--- config.mk ---
export PLATFORM = sky130hd
export DESIGN_NAME = alpha_branch_resolve
export DESIGN_NICKNAME = d
export VERILOG_FILES = /design/src/rtl/core/abr_pkg.sv /design/src/rtl/core/abr_cond_eval.sv /design/src/rtl/core/abr_resolve.sv /design/src/rtl/core/alpha_branch_resolve.sv
export SDC_FILE = /design/constraint.sdc
export NUM_CORES = 1
export LEC_CHECK = 0
export BUFFER_PORTS_ARGS = -buffer_cell sky130_fd_sc_hd__clkbuf_2
export CAP_MARGIN = 10
export CORE_UTILIZATION = 49
export CTS_CLUSTER_DIAMETER = 80
export DETAILED_ROUTE_END_ITERATION = 6
export PLACE_DENSITY = 0.8
export SYNTH_ARGS = -nofsm -noshare
export SYNTH_HDL_FRONTEND = slang
export SYNTH_SLANG_ARGS = --single-unit
export TNS_END_PERCENT = 1
--- constraint.sdc ---
create_clock -name clk -period 4.4 [get_ports clk]
set_input_delay 0.22 -clock clk [delete_from_list [all_inputs] [get_ports clk]]
set_output_delay 0.22 -clock clk [all_outputs]
set_load 0.01 [all_outputs]
--- src/rtl/core/abr_pkg.sv ---
// Shared types, codes and field widths for the branch resolve block.
// No dependencies; every module of the block imports this package.
package abr_pkg;

    localparam int unsigned VALUE_W = 64;
    localparam int unsigned ADDR_W  = 32;
    localparam int unsigned S_DATA_W = 168;   // 165 payload bits padded to bytes
    localparam int unsigned S_USER_W = 4;
    localparam int unsigned M_DATA_W = 40;    // 35 payload bits padded to bytes
    localparam int unsigned M_USER_W = 3;
    localparam logic [ADDR_W-1:0] INSN_BYTES = ADDR_W'(4);

    localparam logic [VALUE_W-1:0] EXP_MASK  = 64'h7FF0_0000_0000_0000;
    localparam logic [VALUE_W-1:0] FRAC_MASK = 64'h000F_FFFF_FFFF_FFFF;
    localparam logic [VALUE_W-1:0] MAG_MASK  = 64'h7FFF_FFFF_FFFF_FFFF;

    typedef enum logic [2:0] {
        REQ_PAL     = 3'd0,
        REQ_JUMP    = 3'd1,
        REQ_CALL    = 3'd2,
        REQ_RETURN  = 3'd3,
        REQ_BR      = 3'd4,
        REQ_CBRANCH = 3'd5,
        REQ_CMOVE   = 3'd6,
        REQ_OTHER   = 3'd7
    } req_type_t;

    typedef enum logic [2:0] {
        CC_LBC = 3'd0,
        CC_EQ  = 3'd1,
        CC_LT  = 3'd2,
        CC_LE  = 3'd3,
        CC_LBS = 3'd4,
        CC_NE  = 3'd5,
        CC_GE  = 3'd6,
        CC_GT  = 3'd7
    } cond_code_t;

    typedef enum logic [2:0] {
        FLOW_OP      = 3'd0,
        FLOW_JUMP    = 3'd1,
        FLOW_CALL    = 3'd2,
        FLOW_RETURN  = 3'd3,
        FLOW_SYSCALL = 3'd4
    } flow_kind_t;

    typedef enum logic [1:0] {
        TK_TAKEN     = 2'd0,
        TK_NOT_TAKEN = 2'd1,
        TK_BACKWARD  = 2'd2,
        TK_FORWARD   = 2'd3
    } taken_kind_t;

    typedef struct packed {
        req_type_t          req_type;
        cond_code_t         cond_code;
        logic [VALUE_W-1:0] test_value;
        logic               test_is_float;
        logic [ADDR_W-1:0]  disp;
        logic               disp_relative;
        logic               base_present;
        logic [ADDR_W-1:0]  base_value;
        logic [ADDR_W-1:0]  pc;
    } in_item_t;

    typedef struct packed {
        flow_kind_t         flow_kind;
        logic               is_conditional;
        taken_kind_t        taken_kind;
        logic [ADDR_W-1:0]  next_pc;
    } out_item_t;

endpackage

--- src/rtl/core/abr_cond_eval.sv ---
// Condition test on a 64-bit register value, as integer or as T-float bits.
// Depends on abr_pkg for the condition codes and float field masks.
module abr_cond_eval (
    input  abr_pkg::cond_code_t             cond_code,
    input  logic [abr_pkg::VALUE_W-1:0]     test_value,
    input  logic                            test_is_float,
    output logic                            holds
);
    import abr_pkg::*;

    logic is_nan;
    logic is_zero;
    logic is_neg;

    // NaN and both zeros count as zero in the float view
    assign is_nan  = ((test_value & EXP_MASK) == EXP_MASK) && ((test_value & FRAC_MASK) != '0);
    assign is_zero = test_is_float ? (is_nan || ((test_value & MAG_MASK) == '0))
                                   : (test_value == '0);
    assign is_neg  = !is_zero && test_value[VALUE_W-1];

    always_comb
    begin
        unique case (cond_code)
            CC_LBC:  holds = !test_value[0];
            CC_EQ:   holds = is_zero;
            CC_LT:   holds = is_neg;
            CC_LE:   holds = is_neg || is_zero;
            CC_LBS:  holds = test_value[0];
            CC_NE:   holds = !is_zero;
            CC_GE:   holds = !is_neg;
            CC_GT:   holds = !is_neg && !is_zero;
            default: holds = 1'b0;
        endcase
    end

endmodule

--- src/rtl/core/abr_resolve.sv ---
// Combinational resolve of one instruction word: flow kind, taken kind, next pc.
// Depends on abr_pkg and abr_cond_eval.
module abr_resolve (
    input  abr_pkg::in_item_t   item,
    output abr_pkg::out_item_t  result
);
    import abr_pkg::*;

    logic              holds;
    logic [ADDR_W-1:0] target;
    logic [ADDR_W-1:0] seq_pc;
    taken_kind_t       dir;

    abr_cond_eval u_cond (
        .cond_code     (item.cond_code),
        .test_value    (item.test_value),
        .test_is_float (item.test_is_float),
        .holds         (holds)
    );

    assign target = item.disp
                  + (item.disp_relative ? item.pc : '0)
                  + (item.base_present ? item.base_value : '0);
    assign seq_pc = item.pc + INSN_BYTES;
    assign dir    = item.disp[ADDR_W-1] ? TK_BACKWARD : TK_FORWARD;

    always_comb
    begin
        result.flow_kind      = FLOW_OP;
        result.is_conditional = 1'b0;
        result.taken_kind     = TK_TAKEN;
        result.next_pc        = seq_pc;
        unique case (item.req_type)
            REQ_PAL:
            begin
                result.flow_kind = FLOW_SYSCALL;
            end
            REQ_JUMP:
            begin
                result.flow_kind = FLOW_JUMP;
                result.next_pc   = target;
            end
            REQ_CALL:
            begin
                result.flow_kind = FLOW_CALL;
                result.next_pc   = target;
            end
            REQ_RETURN:
            begin
                result.flow_kind = FLOW_RETURN;
                result.next_pc   = target;
            end
            REQ_BR:
            begin
                result.flow_kind  = FLOW_JUMP;
                result.taken_kind = dir;
                result.next_pc    = target;
            end
            REQ_CBRANCH:
            begin
                result.flow_kind      = FLOW_JUMP;
                result.is_conditional = 1'b1;
                if (holds)
                begin
                    result.taken_kind = dir;
                    result.next_pc    = target;
                end
                else
                begin
                    result.taken_kind = TK_NOT_TAKEN;
                end
            end
            REQ_CMOVE:
            begin
                result.is_conditional = 1'b1;
                result.taken_kind     = holds ? TK_TAKEN : TK_NOT_TAKEN;
            end
            default:
            begin
                result.flow_kind = FLOW_OP;
            end
        endcase
    end

endmodule

--- src/rtl/core/alpha_branch_resolve.sv ---
// Top level of the branch resolve block: input register, resolve logic, result register.
// Depends on abr_pkg and abr_resolve.
//
// Usage:
//   One decoded instruction word enters on the s_ channel (tvalid/tready), with
//   the class and the float flag in s_tuser and the operands in s_tdata. One
//   result word leaves on the m_ channel for every word taken, in order, with
//   the flow kind in m_tuser and the condition flag, taken kind and next pc in
//   m_tdata.
//   A taken word goes from the input register to the result register driving m_tvalid.
//   Throughput: one word per cycle while m_tready is high, in a two-stage pipeline.
//   s_tready stays high while the pipeline has room; a full pipeline with m_tready
//   low drops s_tready, and both stages hold their words until m_tready returns.
//   Reset empties both stages; the block holds no other state.
module alpha_branch_resolve (
    input  logic                           clk,
    input  logic                           rst_n,
    input  logic                           s_tvalid,
    output logic                           s_tready,
    // cond_code[2:0], test_value[66:3], disp[98:67], disp_relative[99],
    // base_present[100], base_value[132:101], pc[164:133], zero pad[167:165]
    input  logic [abr_pkg::S_DATA_W-1:0]   s_tdata,
    // req_type[2:0], test_is_float[3]
    input  logic [abr_pkg::S_USER_W-1:0]   s_tuser,
    output logic                           m_tvalid,
    input  logic                           m_tready,
    // is_conditional[0], taken_kind[2:1], next_pc[34:3], zero pad[39:35]
    output logic [abr_pkg::M_DATA_W-1:0]   m_tdata,
    // flow_kind[2:0]
    output logic [abr_pkg::M_USER_W-1:0]   m_tuser
);
    import abr_pkg::*;

    logic       in_valid_reg;
    in_item_t   in_item_reg;
    in_item_t   in_item_next;
    logic       out_valid_reg;
    out_item_t  out_item_reg;
    out_item_t  out_item_next;
    logic       out_load;
    logic       in_load;

    assign out_load = !out_valid_reg || m_tready;
    assign s_tready = !in_valid_reg || out_load;
    assign in_load  = s_tvalid && s_tready;

    always_comb
    begin
        in_item_next.req_type      = req_type_t'(s_tuser[2:0]);
        in_item_next.test_is_float = s_tuser[3];
        in_item_next.cond_code     = cond_code_t'(s_tdata[2:0]);
        in_item_next.test_value    = s_tdata[66:3];
        in_item_next.disp          = s_tdata[98:67];
        in_item_next.disp_relative = s_tdata[99];
        in_item_next.base_present  = s_tdata[100];
        in_item_next.base_value    = s_tdata[132:101];
        in_item_next.pc            = s_tdata[164:133];
    end

    abr_resolve u_resolve (
        .item   (in_item_reg),
        .result (out_item_next)
    );

    always_ff @(posedge clk or negedge rst_n)
    begin
        if (!rst_n)
        begin
            in_valid_reg  <= 1'b0;
            out_valid_reg <= 1'b0;
        end
        else
        begin
            if (s_tready)
            begin
                in_valid_reg <= s_tvalid;
            end
            if (out_load)
            begin
                out_valid_reg <= in_valid_reg;
            end
        end
    end

    always_ff @(posedge clk)
    begin
        if (in_load)
        begin
            in_item_reg <= in_item_next;
        end
        // advance only a live word so a stalled result is never overwritten
        if (out_load && in_valid_reg)
        begin
            out_item_reg <= out_item_next;
        end
    end

    assign m_tvalid = out_valid_reg;
    assign m_tuser  = out_item_reg.flow_kind;
    assign m_tdata  = {5'd0, out_item_reg.next_pc, out_item_reg.taken_kind,
                       out_item_reg.is_conditional};

    a_ready_when_drained: assert property (@(posedge clk) disable iff (!rst_n)
        !out_valid_reg |-> s_tready)
        else $error("input side stalled with an empty result stage");

    a_input_held_on_stall: assert property (@(posedge clk) disable iff (!rst_n)
        (in_valid_reg && !out_load) |=> (in_valid_reg && $stable(in_item_reg)))
        else $error("input stage word lost during result stall");

    a_not_taken_is_cond: assert property (@(posedge clk) disable iff (!rst_n)
        (out_valid_reg && out_item_reg.taken_kind == TK_NOT_TAKEN)
            |-> out_item_reg.is_conditional)
        else $error("not-taken result on an unconditional instruction");

    a_syscall_taken: assert property (@(posedge clk) disable iff (!rst_n)
        (out_valid_reg && out_item_reg.flow_kind == FLOW_SYSCALL)
            |-> (out_item_reg.taken_kind == TK_TAKEN && !out_item_reg.is_conditional))
        else $error("system call result with a conditional taken kind");

endmodule

After elaboration in Yosys (flattened, before gate mapping)
Cells that the tools add are included.
{"block": "word_totals", "regBits": 209, "input_bits": 176, "word_cells": 66}
{"block": "classes", "add_sub_neg": 3, "eq_ne": 14, "n_mux": 12, "n_reduce_logical": 22}
{"cell": "$logic_not 64->1", "count": 2}
{"cell": "$mux 32", "count": 3}
{"cell": "$add 32x32->32", "count": 2}
{"cell": "$pmux 32 s2", "count": 1}
{"cell": "$reduce_bool 64->1", "count": 1}
{"cell": "$add 32x3->32 const B", "count": 1}
{"cell": "$eq 3x3->1 const B", "count": 7}
{"cell": "$eq 3x2->1 const B", "count": 4}
{"cell": "$pmux 3 s4", "count": 1}
{"cell": "$eq 11x11->1 const B", "count": 1}
{"cell": "$pmux 1 s8", "count": 1}
{"cell": "$eq 3x1->1 const B", "count": 2}
{"cell": "$logic_not 3->1", "count": 2}
{"cell": "$pmux 2 s3", "count": 1}
{"cell": "$logic_and 1x1->1", "count": 5}
{"cell": "$logic_not 1->1", "count": 5}
{"cell": "$logic_or 1x1->1", "count": 4}
{"cell": "$mux 1", "count": 4}
{"cell": "$reduce_or 4->1", "count": 1}
{"cell": "$reduce_or 3->1", "count": 1}
{"cell": "$mux 2", "count": 1}
{"cell": "$reduce_or 2->1", "count": 1}

Depth between registers and ports, before layout
Gate-level depths: netlist of run 1.
{"block": "depth", "depth_word": 11, "depth_mapped": 14, "ltp_nobuf": 13}

By module
A second synthesis of run 1 with hierarchy kept.
{"block": "unflattened", "hier_cells": 811, "hier_area_um2": 10269.8}
{"mod": "alpha_branch_resolve", "n_inst": 1, "cells_each": 221, "area_per_inst_um2": 6361.1, "seq_area_each_um2": 6266.0}
{"mod": "abr_resolve", "n_inst": 1, "cells_each": 557, "area_per_inst_um2": 3669.8, "seq_area_each_um2": 0.0}
{"mod": "abr_cond_eval", "n_inst": 1, "cells_each": 33, "area_per_inst_um2": 239.0, "seq_area_each_um2": 0.0}

Least setup slack after synthesis of run 1
No wires, ideal clock.
{"block": "synth_timing", "kind": "flip-flop to flip-flop", "startpoint": "register out_valid_reg (netlist: m_tvalid)", "endpoint": "register in_item_reg[0] in the netlist's numbering (enable)", "arrival_ps": 4500, "t_required_ps": 3850, "path_slack_ps": -650, "stages_incl_launch_ff": 3, "path_cell_list": "dfrtp_1 nand3b_1 and2_1"}
{"block": "synth_via", "elab_chain_cells": 4}
{"item": "from (decl)", "line": "alpha_branch_resolve.sv:37", "source": "logic out_valid_reg;"}
{"item": "from (signal assigned)", "line": "alpha_branch_resolve.sv:80", "source": "out_valid_reg <= in_valid_reg;"}
{"item": "$logic_not 1->1", "line": "alpha_branch_resolve.sv:43", "source": "assign out_load = !out_valid_reg || m_tready;"}
{"item": "$logic_or 1x1->1", "line": "alpha_branch_resolve.sv:43"}
{"item": "$logic_or 1x1->1", "line": "alpha_branch_resolve.sv:44", "source": "assign s_tready = !in_valid_reg || out_load;"}
{"item": "net s_tready", "line": "alpha_branch_resolve.sv:19", "source": "output logic s_tready,"}
{"item": "$logic_and 1x1->1", "line": "alpha_branch_resolve.sv:45", "source": "assign in_load = s_tvalid && s_tready;"}
{"item": "net in_load", "line": "alpha_branch_resolve.sv:41", "source": "logic in_load;"}
{"item": "to (signal assigned)", "line": "alpha_branch_resolve.sv:89", "source": "in_item_reg <= in_item_next;"}
{"item": "to (decl)", "line": "alpha_branch_resolve.sv:35", "source": "in_item_t in_item_reg;"}
The timed path passes the listed nets, and every way through them passes these cells.
A chain may end at the register's enable or synchronous reset.

==> results.ini, run 1 <==
[detailed_routing]
dr.pass1.iters=5
vias=7272
routed_via_density=5.209
drc=0
postRouteAntennaNets=0
wire_per_inst_um=17.98
wl_mm=25.10
dr.first_iter.drc_count=390

[sta]
finalClockSkew_ns=0.01658
maxSlewViolCount=0
setup_violations=0
worst_pin_slew_ns=1.065
maxSlewHeadroom_pct=29.03
rsz0062_at_grt=false
max_freq_mhz=244.4
fin_crit_ns=4.092
hold_violations=0
setup_tns_ns=0
finalCritPeriodShare_pct=93.00

[power_and_ir_drop]
swShare_pct=26.23
leakage_uw=0.005516
cellPowerDensity_mw_per_mm2=392.9
clkPwrFrac_pct=33.9
power.share.combinational_pct=20.3
switching_power_uw=1426
intPower_uw=4010
vdd_drop_max_mv=0.2983
power_frac_seq_pct=45.8

[final_layout]
layout_common_cells=clkbuf_2, edfxtp_1, dlygate4sd3_1
fin_nets=1353
fill_cells=1318
drive_gt1_share_pct=23.01
largest_reg_flops=169
final_util_pct=70.16
final_common_cell=clkbuf_2
syn2layout_area_growth_pct=38.13

[logic_synthesis]
seq_area_frac_synth_pct=62.57
yosysTopAreaCellShare_pct=62.07
synth-edff-count=207
yosys-top-cells-area=edfxtp_1, fa_1, and2_1, ha_1, xnor2_1
ys_ff_latch=209
synth_area_leader_cell=edfxtp_1
synth-warning-count=0
ys_types=46
synth_area_per_cell_um2=13.99
synth_ff_type=edfxtp_1
syn_inst=716
synthesis.area_mm2=0.01001
synthArstFlopShare_pct=0.9569

[hold_path]
holdCritPathClass=in -> async

[clock_network]
clkTransAtPathRegs_ns=0.06
cts_max_level=1
numCtsBuffers=23
cts-root-buf=clkbuf_16
clkSinkCount=209
clock_path_buffers=3
cts_tree=built
insertion_delay_ns=0.51

[placement]
gp_congestion=0.8912
dp_hpwl_mm=15.04
io_buffer_count=212

[floorplanning]
fp.dieW_um=145.0
num_rows=51
ios=221
core-area_mm2=0.01972
fp.dieArea_mm2=0.02101
initial_utilization_pct=50.79
die_h_um=145.0

[critical_path]
worstPathArrival_ns=4.36
reg2reg_slack_ns=0.31
endpoint_kind=flip-flop
slowest_delay_ns=0.44
critPathRequiredTime_ns=4.67
startpoint_type=flip-flop
critPathSlowestCell=fa_1
crit_type=reg -> reg
critPathMaxFanout=15
cp_cell_sequence=buf_4 -> and2_1 -> fa_1 -> ha_1 -> fa_1 -> a211oi_1 -> o21ai_0 -> o21ai_1 -> a21boi_0 -> o21ai_0 -> a21boi_0 -> o21a_1 -> or3_1 -> a31o_2

[grt]
grt_pass1_vias=7565
gr-total-overflow=0
grtUsageTotal_pct=23.96
grt_max_degree=103
antenna_found_initial=1
grt_pass1_wl_mm=39.25

[outcome]
outcome=complete, no violations

[flow_run]
maxCapViolCount=0

## synthesized netlist by cell type, types with 5 or more instances
master	number
xnor2_1	35
xor2_1	24
clkbuf_1	11
nand3_1	23
nor3_1	8
nor2_1	48
a211oi_1	8
nand4_1	13
nand2_1	33
and2_1	67
mux2i_1	7
edfxtp_1	207
o21ai_0	15
o21a_1	6
inv_1	7
ha_1	31
o21ai_1	13
a21oi_1	38
buf_4	5
a21o_1	14
and3_1	5
nor4_1	15
fa_1	32
## logic make-up after synthesis
logic type / share of synthesized area (%)
other: 0.03745
and+or+nand+nor: 11.97
muxes: 1.149
DFF: 62.57
buffers and inverters: 1.549
xor gates and xnor gates: 5.160
adders and majority gates: 10.27
AOI/OAI and AO/OA: 7.296
## cell type report
cell class	instances	area, um2	area share (%)
Inverter	7	26.28	0.1899
Sequential cell	209	6266	45.30
Antenna cell	1	2.502	0.01809
Clock inverter	15	136.4	0.9859
Timing Repair Buffer	390	2853	20.62
Tap cell	265	331.6	2.397
Multi-Input combinational cell	483	3631	26.25
Clock buffer	26	586.8	4.242
## final timing paths
check,startpoint,endpoint,cells past startpoint
min reg2reg,in_valid_reg,m_tvalid,1
max in group asynchronous,rst_n,m_tvalid,2
min in group clk,s_tdata[24],in_item_reg[120],2
max,in_item_reg[64],m_tdata[18],14
min,rst_n,in_valid_reg,2
max reg2reg,in_item_reg[64],m_tdata[18],14
## worst max-delay path, delay by kind of cell, from the launching register on
| kind | cells | cell delay, ns |
|---|---|---|
| AO/OA/AOI/OAI | 8 | 1.67 |
| adder cells (fa/ha/maj) | 3 | 1.10 |
| AND/OR/NAND/NOR | 2 | 0.49 |
| flip-flops | 1 | 0.39 |
| buffers and inverters | 1 | 0.21 |
## power groups by stage
stage | logic (uW) | registers, uW | clock network, uW
2_1_floorplan | 640 | 2540 | 0
3_3_place_gp | 931 | 2520 | 0
3_5_place_dp | 953 | 2530 | 0
4_1_cts | 1080 | 2490 | 1870
5_1_grt | 1210 | 2510 | 1950
6_report | 1100 | 2490 | 1840
## per-layer routing
metal | vias up | GRT usage, % | share of wire, %
met5 | - | 0 | 0
li1 | 3448 | - | -
met4 | 0 | 6.968 | 2.9
met1 | 3438 | 30.65 | 41
met3 | 42 | 4.560 | 7.4
met2 | 344 | 41.37 | 49
## stage by stage
stage / cells / hold WS (ns) / area, um2 / total power (uW) / setup slack [ns]
finish: 1396 / 0.04671 / 13830 / 5435 / 0.3078
global route: 1396 / 0.04479 / 13830 / 5672 / 0.07995
CTS: 1395 / 0.006958 / 13820 / 5439 / 0.2627
detailed placement: 1182 / 0.01177 / 11380 / 3479 / 0.3026
global placement: 1182 / 0.007020 / 11380 / 3454 / 0.3808
floorplan: 720 / -0.07559 / 10030 / 3179 / 0.6203
## timing repair
item / 4_1_cts / 5_1_grt
hold buffers: 172 / 0
setup buffers: 0 / 0
resized for setup: 0 / 2
endpoints found under the setup margin: 0 / 1
endpoints found under the hold margin: 173 / 0
Power figures use the tool's default switching activity.
==> run 2, diff against run 1 <==
Settings changed: CORE_UTILIZATION 49 to 40, PLACE_DENSITY 0.8 to 0.68.
==> run 2 against run 1 <==
Compared with the run above: first-iteration DRC count up 17%; fmax up 2.1%; total power up 5.8%; via count down 0.92%; flip-flop and latch count unchanged; sequential power about the same; clock power up 18%; non-clock buffer count up 3; sequential share of layout area down 0.81 points; worst setup slack better by 0.086 ns; critical path depth down 1; global-route usage down 4.7 points; critical path type unchanged.
==> results.ini, run 2 (synthesized netlist as in run 1, its figures left out) <==
[sta]
max_freq_mhz=249.6
maxSlewViolCount=0
hold_violations=0
maxSlewHeadroom_pct=33.22
worst_pin_slew_ns=1.002
rsz0062_at_grt=false
finalCritPeriodShare_pct=91.06
setup_violations=0
setup_tns_ns=0
fin_crit_ns=4.007
finalClockSkew_ns=0.01448

[hold_path]
holdPathStages=2
holdCritPathClass=in -> reg
worstHoldStart=s_tdata[51]
hold_end=in_item_reg[147]

[floorplanning]
initial_utilization_pct=40.94
fp.dieArea_mm2=0.02567
num_rows=57
core-area_mm2=0.02446
fp.dieW_um=160.2
die_h_um=160.2
ios=221

[critical_path]
reg2reg_from=in_item_reg[64]
endpoint_kind=flip-flop
crit_type=reg -> reg
r2r_end=m_tdata[18]
reg2regPathDepth=13
reg2reg_slack_ns=0.39
critPathLaunch=in_item_reg[64]
worstPathArrival_ns=4.29
startpoint_type=flip-flop
critPathRequiredTime_ns=4.69
critPathMaxFanout=13

[grt]
grt_pass1_vias=7432
grtUsageTotal_pct=19.23
grt_pass1_wl_mm=38.27
grt_max_degree=101
gr-total-overflow=0
antenna_found_initial=1

[clock_network]
cts_tree=built
insertion_delay_ns=0.53
numCtsBuffers=25
clkTransAtPathRegs_ns=0.06
clock_path_buffers=3
postCtsSetupBuffers=0
cts_max_level=1
cts-root-buf=clkbuf_16
clkSinkCount=209

[final_layout]
final_util_pct=57.58
fin_nets=1358
largest_reg_flops=169
final_common_cell=clkbuf_2
layout_common_cells=clkbuf_2, edfxtp_1, dlygate4sd3_1
drive_gt1_share_pct=23.39
fin_area_mm2=0.01409
syn2layout_area_growth_pct=40.65

[flow_run]
maxCapViolCount=0

[power_and_ir_drop]
cellPowerDensity_mw_per_mm2=408.2
vdd_drop_max_mv=0.3171
leakage_uw=0.005601

[detailed_routing]
wire_per_inst_um=16.60
dr.pass1.iters=5
routed_via_density=4.928
wl_mm=24.27
postRouteAntennaNets=0
vias=7205
drc=0
dr.first_iter.drc_count=456

[placement]
io_buffer_count=212
gp_congestion=0.8173
dp_hpwl_mm=15.74
placed_cell_area_mm2=0.01146

[outcome]
outcome=complete, no violations

[run 2: cell types whose count changed in the layout (fill, tap and decap cells not counted)]
cell / delta
bufinv_16: +3
clkbuf_16: +2
dlygate4sd3_1: +2
buf_4: +1
clkbuf_1: -1
clkinv_2: -1
inv_16: +1
[run 2: final cells by class]
| class | instances | area [um2] |
|---|---|---|
| clock buffer | 27 | 633.1 |
| timing repair buffer | 393 | 2880 |
| clock inverter | 18 | 241.5 |
| antenna | 1 | 2.502 |
| fill | 1926 | 10380 |
| inverter | 7 | 26.28 |
| tap | 324 | 405.4 |
| multi-input combinational | 483 | 3631 |
| sequential | 209 | 6266 |
[run 2: critical path, stage by stage (launching register included)]
cell and delay, ns:
edfxtp_1 0.47, buf_4 0.22, and2_1 0.16, fa_1 0.51, fa_1 0.49, a211oi_1 0.29
o21ai_1 0.19, o21ai_0 0.24, a21boi_0 0.11, o21ai_0 0.21, a21boi_0 0.13, o21a_1 0.19
or3_1 0.31, a31o_2 0.24
[run 2: how the worst max path moves through the flow]
stage | depth (start not counted) | slack, ns | end
finish | 13 | 0.39 | m_tdata[18]
global route | 13 | 0.01 | m_tdata[18]
CTS | 13 | 0.30 | m_tdata[34]
detailed placement | 13 | 0.32 | m_tdata[34]
global placement | 13 | 0.36 | m_tdata[32]
floorplan | 14 | 0.62 | m_tdata[18]
[run 2: repair_timing]
action | CTS | global route
endpoints found under the setup margin | 0 | 4
endpoints found under the hold margin | 173 | 0
hold buffers | 174 | 0
resized for setup | 0 | 2
[run 2: power breakdown]
part / switching, uW / internal [uW]
combinational: 566 / 526
clock: 827 / 1340
sequential: 80.8 / 2410
total: 1470 / 4280
[run 2: per-stage QoR]
| step | worst slack, ns | power (uW) | std cells | hold slack, ns |
|---|---|---|---|---|
| 2_1_floorplan | 0.6203 | 3179 | 720 | -0.07559 |
| 4_1_cts | 0.3047 | 5787 | 1461 | 0.3701 |
| 6_report | 0.3934 | 5749 | 1462 | 0.3990 |
| 3_5_place_dp | 0.3170 | 3492 | 1242 | 0.009450 |
| 5_1_grt | 0.01315 | 6013 | 1462 | 0.3880 |
| 3_3_place_gp | 0.3556 | 3476 | 1242 | 0.006406 |
[run 2: per-layer routing]
layer	share of wire (%)	routed length [um]	GRT usage (%)
met2	47	11430	32.29
met1	43	10510	25.20
met3	6.8	1652	3.532
met5	0	0	0
met4	2.8	677	6.190
